[src/hw/rtl/rau_pkg.sv]
// ----------------------------------------------------------------------------
// rau_pkg
// shared types, codes and constants of the rational arithmetic unit
// ----------------------------------------------------------------------------
package rau_pkg;

   localparam int WORD_BITS = 32;
   localparam int MAG_BITS  = 64;

   localparam logic [1:0] OP_ADD = 2'd0;
   localparam logic [1:0] OP_MUL = 2'd1;
   localparam logic [1:0] OP_CMP = 2'd2;

   localparam logic [1:0] ST_OK       = 2'd0;
   localparam logic [1:0] ST_ZERO_DEN = 2'd1;
   localparam logic [1:0] ST_OVERFLOW = 2'd2;

   localparam logic [MAG_BITS-1:0] LIMIT =
      (MAG_BITS'(1) << (WORD_BITS - 1)) - MAG_BITS'(1);

   typedef struct packed {
      logic [1:0]         req_type;
      logic signed [31:0] a_num;
      logic signed [31:0] a_den;
      logic signed [31:0] b_num;
      logic signed [31:0] b_den;
   } req_word_type;

   typedef struct packed {
      logic signed [31:0] res_num;
      logic [30:0]        res_den;
      logic               is_equal;
      logic               is_less;
      logic [1:0]         status;
   } rsp_word_type;

   // divider handshake
   typedef struct packed {
      logic start;
   } div_ctl_type;

   typedef struct packed {
      logic busy;
      logic done;
   } div_sts_type;

   typedef enum logic [4:0] {
      S_IDLE,
      S_GCD_LOAD,
      S_GCD_DIV,
      S_GCD_WAIT,
      S_RED_NUM,
      S_RED_NUM_WAIT,
      S_RED_DEN,
      S_RED_DEN_WAIT,
      S_NORM_FIX,
      S_MUL0,
      S_MUL1,
      S_MUL2,
      S_COMBINE,
      S_CHECK,
      S_DONE
   } state_type;

   typedef enum logic [1:0] {
      PH_A,
      PH_B,
      PH_R
   } phase_type;

endpackage

[src/hw/rtl/rau_divider.sv]
// ----------------------------------------------------------------------------
// rau_divider
// radix-2 restoring divider, one quotient bit per cycle
// ----------------------------------------------------------------------------
module rau_divider
   import rau_pkg::*;
(
   input  logic                clock,
   input  logic                reset,
   input  div_ctl_type         ctl,
   input  logic [MAG_BITS-1:0] dividend,
   input  logic [MAG_BITS-1:0] divisor,
   output div_sts_type         sts,
   output logic [MAG_BITS-1:0] quotient,
   output logic [MAG_BITS-1:0] remainder
);

   localparam int CNT_BITS = $clog2(MAG_BITS + 1);

   logic [MAG_BITS-1:0] quo_ff, quo_in;
   logic [MAG_BITS-1:0] rem_ff, rem_in;
   logic [MAG_BITS-1:0] dvs_ff, dvs_in;
   logic [CNT_BITS-1:0] cnt_ff, cnt_in;
   logic                busy_ff, busy_in;
   logic                done_ff, done_in;
   logic [MAG_BITS:0]   trial;

   always_comb begin
      quo_in  = quo_ff;
      rem_in  = rem_ff;
      dvs_in  = dvs_ff;
      cnt_in  = cnt_ff;
      busy_in = busy_ff;
      done_in = 1'b0;
      trial   = {rem_ff, quo_ff[MAG_BITS-1]} - {1'b0, dvs_ff};
      if (ctl.start && !busy_ff) begin
         quo_in  = dividend;
         rem_in  = '0;
         dvs_in  = divisor;
         cnt_in  = CNT_BITS'(MAG_BITS);
         busy_in = 1'b1;
      end else if (busy_ff) begin
         if (!trial[MAG_BITS]) begin
            rem_in = trial[MAG_BITS-1:0];
            quo_in = {quo_ff[MAG_BITS-2:0], 1'b1};
         end else begin
            rem_in = {rem_ff[MAG_BITS-2:0], quo_ff[MAG_BITS-1]};
            quo_in = {quo_ff[MAG_BITS-2:0], 1'b0};
         end
         cnt_in = cnt_ff - CNT_BITS'(1);
         if (cnt_ff == CNT_BITS'(1)) begin
            busy_in = 1'b0;
            done_in = 1'b1;
         end
      end
   end

   always_ff @(posedge clock) begin
      if (reset) begin
         busy_ff <= 1'b0;
         done_ff <= 1'b0;
         cnt_ff  <= '0;
      end else begin
         busy_ff <= busy_in;
         done_ff <= done_in;
         cnt_ff  <= cnt_in;
      end
      quo_ff <= quo_in;
      rem_ff <= rem_in;
      dvs_ff <= dvs_in;
   end

   assign sts.busy  = busy_ff;
   assign sts.done  = done_ff;
   assign quotient  = quo_ff;
   assign remainder = rem_ff;

endmodule

[config.mk]
export PLATFORM = sky130hd
export DESIGN_NAME = rau_divider
export DESIGN_NICKNAME = d
export VERILOG_FILES = /design/src/hw/rtl/rau_pkg.sv /design/src/hw/rtl/rau_divider.sv
export SDC_FILE = /design/constraint.sdc
export NUM_CORES = 1
export LEC_CHECK = 0
export ABC_AREA = 1
export BUFFER_PORTS_ARGS = -buffer_cell sky130_fd_sc_hd__buf_2
export CAP_MARGIN = 20
export CORE_MARGIN = 2
export CORE_UTILIZATION = 38
export DETAILED_ROUTE_END_ITERATION = 16
export REMOVE_ABC_BUFFERS = 1
export SYNTH_ARGS = -nofsm -noshare
export SYNTH_HDL_FRONTEND = slang
export SYNTH_SLANG_ARGS = --single-unit
[constraint.sdc]
create_clock -name clock -period 4.39 [get_ports clock]
set_input_delay 0.6585 -clock clock [delete_from_list [all_inputs] [get_ports clock]]
set_output_delay 0.6585 -clock clock [all_outputs]
set_load 0.03 [all_outputs]
[Yosys cells after proc, flatten, opt, wreduce, memory -nomap -nowiden]
Cells that the tools add are included.
Word-level totals
  bits of input ports: 131
  output and inout port bits: 130
  logic and storage cells: 26
  bits in registers: 201
Operators by class
  eq/ne operators: 1
  multiplexer cells: 10
  reductions and logical operators: 5
  bitwise logic cells: 1
  add/subtract/negate cells: 2
Operator list (count)
  64-bit 2-to-1 mux: 3
  65-bit by 64-bit subtractor with 65-bit output: 1
  7-bit 2-to-1 mux: 2
  7-bit by 1-bit equality test with 1-bit output (second input constant): 1
  7-bit by 1-bit subtractor with 7-bit output (second input constant): 1
  1-bit 2-to-1 mux: 5
  3-bit OR reduction: 1
  2-bit nonzero test: 1
  2-bit OR reduction: 1
  1-bit logical AND: 1
  1-bit logical NOT: 1
  1-bit inverter: 1

[Logic depth before layout (Yosys ltp)]
  word-level depth: 4
  gate-level depth with buffers: 21
  depth with buffers taken out: 20

[Least setup slack after synthesis]
OpenSTA, ideal clock, no wires.
  path type: input to register
  start: input port ctl
  end: register dvs_ff[0], enable pin
  stages on the path: 3
  path buffers: 1
  library setup time: 0.453 ns
  arrival: 2.888 ns
  path slack: 1.049 ns
  required time: 3.937 ns
  cells stage by stage: nand2_1 -> inv_1 -> clkbuf_1
On the way
  longest elaborated chain between the ends: 1
Ends and longest elaborated chain
  start: declaration: line rau_divider.sv:10  | input div_ctl_type ctl,
  1-bit logical AND: line rau_divider.sv:36  | if (ctl.start && !busy_ff) begin
  end signal: assignment: line rau_divider.sv:70  | dvs_ff <= dvs_in;
  end: declaration: line rau_divider.sv:22  | logic [MAG_BITS-1:0] dvs_ff, dvs_in;
Every way passes these cells.
A chain may end at the register's enable or synchronous reset.

[Worst setup path after layout]
  start: register quo_ff[63] (netlist: quotient[63])
  end: register rem_ff[42] (netlist: remainder[42])
On the way
  longest elaborated chain between the ends: 2
Ends and longest elaborated chain
  start: declaration: line rau_divider.sv:20  | logic [MAG_BITS-1:0] quo_ff, quo_in;
  start signal: assignment: line rau_divider.sv:68  | quo_ff <= quo_in;
  65-bit by 64-bit subtractor with 65-bit output: line rau_divider.sv:35  | trial = {rem_ff, quo_ff[MAG_BITS-1]} - {1'b0, dvs_ff};
  64-bit 2-to-1 mux: line rau_divider.sv:43  | if (!trial[MAG_BITS]) begin
  end signal: assignment: line rau_divider.sv:69  | rem_ff <= rem_in;
  end: declaration: line rau_divider.sv:21  | logic [MAG_BITS-1:0] rem_ff, rem_in;
Every way passes these cells.

==> key figures <==
Status
  – Status: complete, no violations

Die
  – Die Wd: 201 um
  – Die area: 40,300 um^2
  – Core ar.: 38,400 um^2
  – # rows: 72
  – Die height: 201 um
  – Num ports: 261
  – Initial Util: 38.3%

Placed design
  – Port Buffers: 260
  – DP Wirelength: 40,400 um
  – Setup WS pre-CTS: 1.02 ns
  – Cell count after placement: 3,096
  – Cell Area, Placed: 16,500 um^2
  – Final Wtd Congestion: 0.944

Power
  – LEAKAGE: 10.3 nW
  – Peak supply drop: 0.255 mV
  – Pwr per Cell Area: 629 nW/um^2
  – Pwr Total: 10.9 mW

STA
  – Worst Slack Setup Final: 1.03 ns
  – Max frequency: 298 MHz
  – TNS Setup: 0 ns
  – Slew Limit Fails: 0
  – Fin crit period: 3.36 ns
  – Endpoints failing hold: 0
  – Hold_ws: 0.260 ns
  – RSZ-0062 raised after global routing: no
  – Tightest Pin Transition: 0.859 ns
  – # setup viols final: 0
  – Fin crit share: 76.5%
  – Slew HR: 42.7%
  – Final setup skew: 0.0197 ns

Routing
  – Routed wl met2: 21,800 um
  – Routed wire per std cell: 15.7 um
  – Drt drc: 0
  – TritonRoute pass-1 iters: 8
  – DRT antenna net count: 0
  – Met3 WL: 3350 um
  – Vias per cell: 4.60
  – First DRT Iteration DRCs: 890
  – Total number of vias: 14,400
  – Detailed Route WL: 49,500 um
  – Met1 wire length: 22,200 um
  – DR top layer: met5

Worst setup path
  – Crit. End Element: register
  – Crit path max-delay family: simple AND/OR/NAND/NOR gates
  – Crit path cell chain: inv_1, ha_1, fa_1, inv_1, nand2_1, nand2_1, nand3_1, nand2_2, nand2_2, nand2_2, nand2_1, nand2_2, nand2_2, nand2_2, nand2_1, nand2_4, buf_4, nand2_2, nand3_1, nand2_1
  – Crit-path max FO: 53
  – Data arrival time of the critical path: 3.81 ns
  – Required time worst endpoint: 4.84 ns
  – WS Path Type: register to register
  – Max incr delay on CP: 0.61 ns
  – Startpoint Class: register
  – Worst path slowest cell: nand2_4
  – Worst path bufs/invs: 3
  – CP most frequent cell: nand2_2

Global routing
  – Global route total overflow: 0
  – Vias in the first global route: 14,100
  – Largest net degree at the start of global routing: 66
  – Total track usage: 24.5%
  – Initial antenna violation count: 4
  – Global-route wire length before repair: 77,500 um

Logic synthesis
  – Async SR Flop Fraction: 0%
  – Post-Syn Area per Cell: 6.26 um^2
  – Post-synth EDFFs: 128
  – Distinct cells, synth: 34
  – Synth warn: 0
  – Most common library cells after synthesis: nand2_1, inv_1, edfxtp_1
  – Synth Register Bits: 201
  – Synth Instances: 2,348
  – Yosys top cell area share: 28.0%
  – Top-count cell post-synth: nand2_1
  – Most used flip-flop cell after synthesis: edfxtp_1
  – Ranking of synthesized cells by area: nand2_1, edfxtp_1, inv_1
  – Cell Area, Synth: 14,700 um^2
  – Sequential area share after synthesis: 36.1%
  – Synth area leader: nand2_1

Clock tree
  – Clock transition at path regs: 0.06 ns
  – # H-tree levels: 1
  – Worst skew pair latency: 0.57 ns
  – Post-CTS Hold Buffers: 0
  – Setup bufs post-CTS: 0
  – Clock buffer depth: 3
  – CTS tree: done
  – Clock root buffer: clkbuf_16
  – Num CTS Buffers: 25
  – Clk sinks: 201
  – Post-CTS sizing: 0

Layout
  – Non-filler instance count after layout: 3,142
  – ANT cells: 0
  – Share of layout cells above drive strength 1: 14.6%
  – Design area: 17,300 um^2
  – Synth-to-Final Area Change: 17.8%
  – Fillers: 4,149
  – Nets: 2,803
  – Post-layout util: 45.1%

Run
  – Max-cap viol count: 0

Min path
  – Hold/Removal Path Class: input port to register
==> layer usage <==
layer  track usage (%)  vias up
met5                 0        -
met4              8.86        6
met3              5.62       91
met2              40.0      441
met1              31.8     6444
li1                  -     7463
==> worst register-to-register path, delay by kind of cell, from the launching register on <==
| family | cells | cell delay [ns] |
|---|---|---|
| simple gates | 15 | 1.74 |
| flops | 1 | 0.33 |
| buf+inv | 3 | 0.53 |
| fa+ha+maj | 2 | 0.66 |
==> cell type report <==
cell class / instances / area, um^2 / area share [%]
Clock buffer: 40 / 732 / 4.23
Clock inverter: 6 / 93.8 / 0.542
Inverter: 527 / 1980 / 11.4
Multi-Input combinational cell: 1577 / 7160 / 41.3
Sequential cell: 201 / 5310 / 30.6
Tap cell: 518 / 648 / 3.74
Timing Repair Buffer: 273 / 1400 / 8.08
==> final timing paths <==
path	start	to	slack, ns	cells past startpoint
worst max-delay path	quotient[63]	remainder[42]	1.03	20
worst min-delay path	divisor[56]	dvs_ff[56]	0.26	1
worst max register to register	quotient[63]	remainder[42]	1.03	20
worst min register to register	remainder[17]	remainder[17]	0.48	2
==> cells in the final DEF (no fill, tap or decap), types with 2 or more instances in the layout <==
cell       Yosys  routed
inv_1        523     521
clkbuf_16      0      25
nand2_1     1096    1095
dfxtp_1       73      72
xor2_1        30      30
ha_1          66      66
nor4_1         4       4
buf_4          4      13
or2_2          3       3
clkinv_2       0       2
nand4_1       15      15
bufinv_16      0       2
nor2_2         7       7
and2_1         3       3
o21ai_0        3       3
nor2_1       117     116
nand2_2       54      54
nand3b_1       2       2
buf_2          5     260
clkbuf_1      25      10
inv_2          3       4
nand3_1      111     111
and3_1         2       2
nor3_1        12      12
clkbuf_8       0       5
a21oi_1       44      44
clkinv_1       1       2
edfxtp_1     128     128
xnor2_1        2       2
==> cells by family after synthesis <==
group,count (synthesis),synth area share [%]
simple gates,1429,39.3
buf+inv,570,15.3
flops,201,36.1
fa+ha+maj,67,5.75
compound gates,49,1.69
xor+xnor,32,1.91
==> where the power goes <==
part	leakage (nW)	switching (mW)	total [mW]	internal (mW)
Combinational	8.01	4.22	6.01	1.79
Sequential	1.86	0.344	2.78	2.44
Clock	0.403	0.850	2.11	1.26
Total	10.3	5.41	10.9	5.49
==> sequential cells by signal, summed over array words and instances, names as in the netlist <==
register   cells
remainder     64
quotient      64
busy_ff        1
dvs_ff        64
cnt_ff         7
done_ff        1
Note: power is estimated with default switching activity, not from simulation.
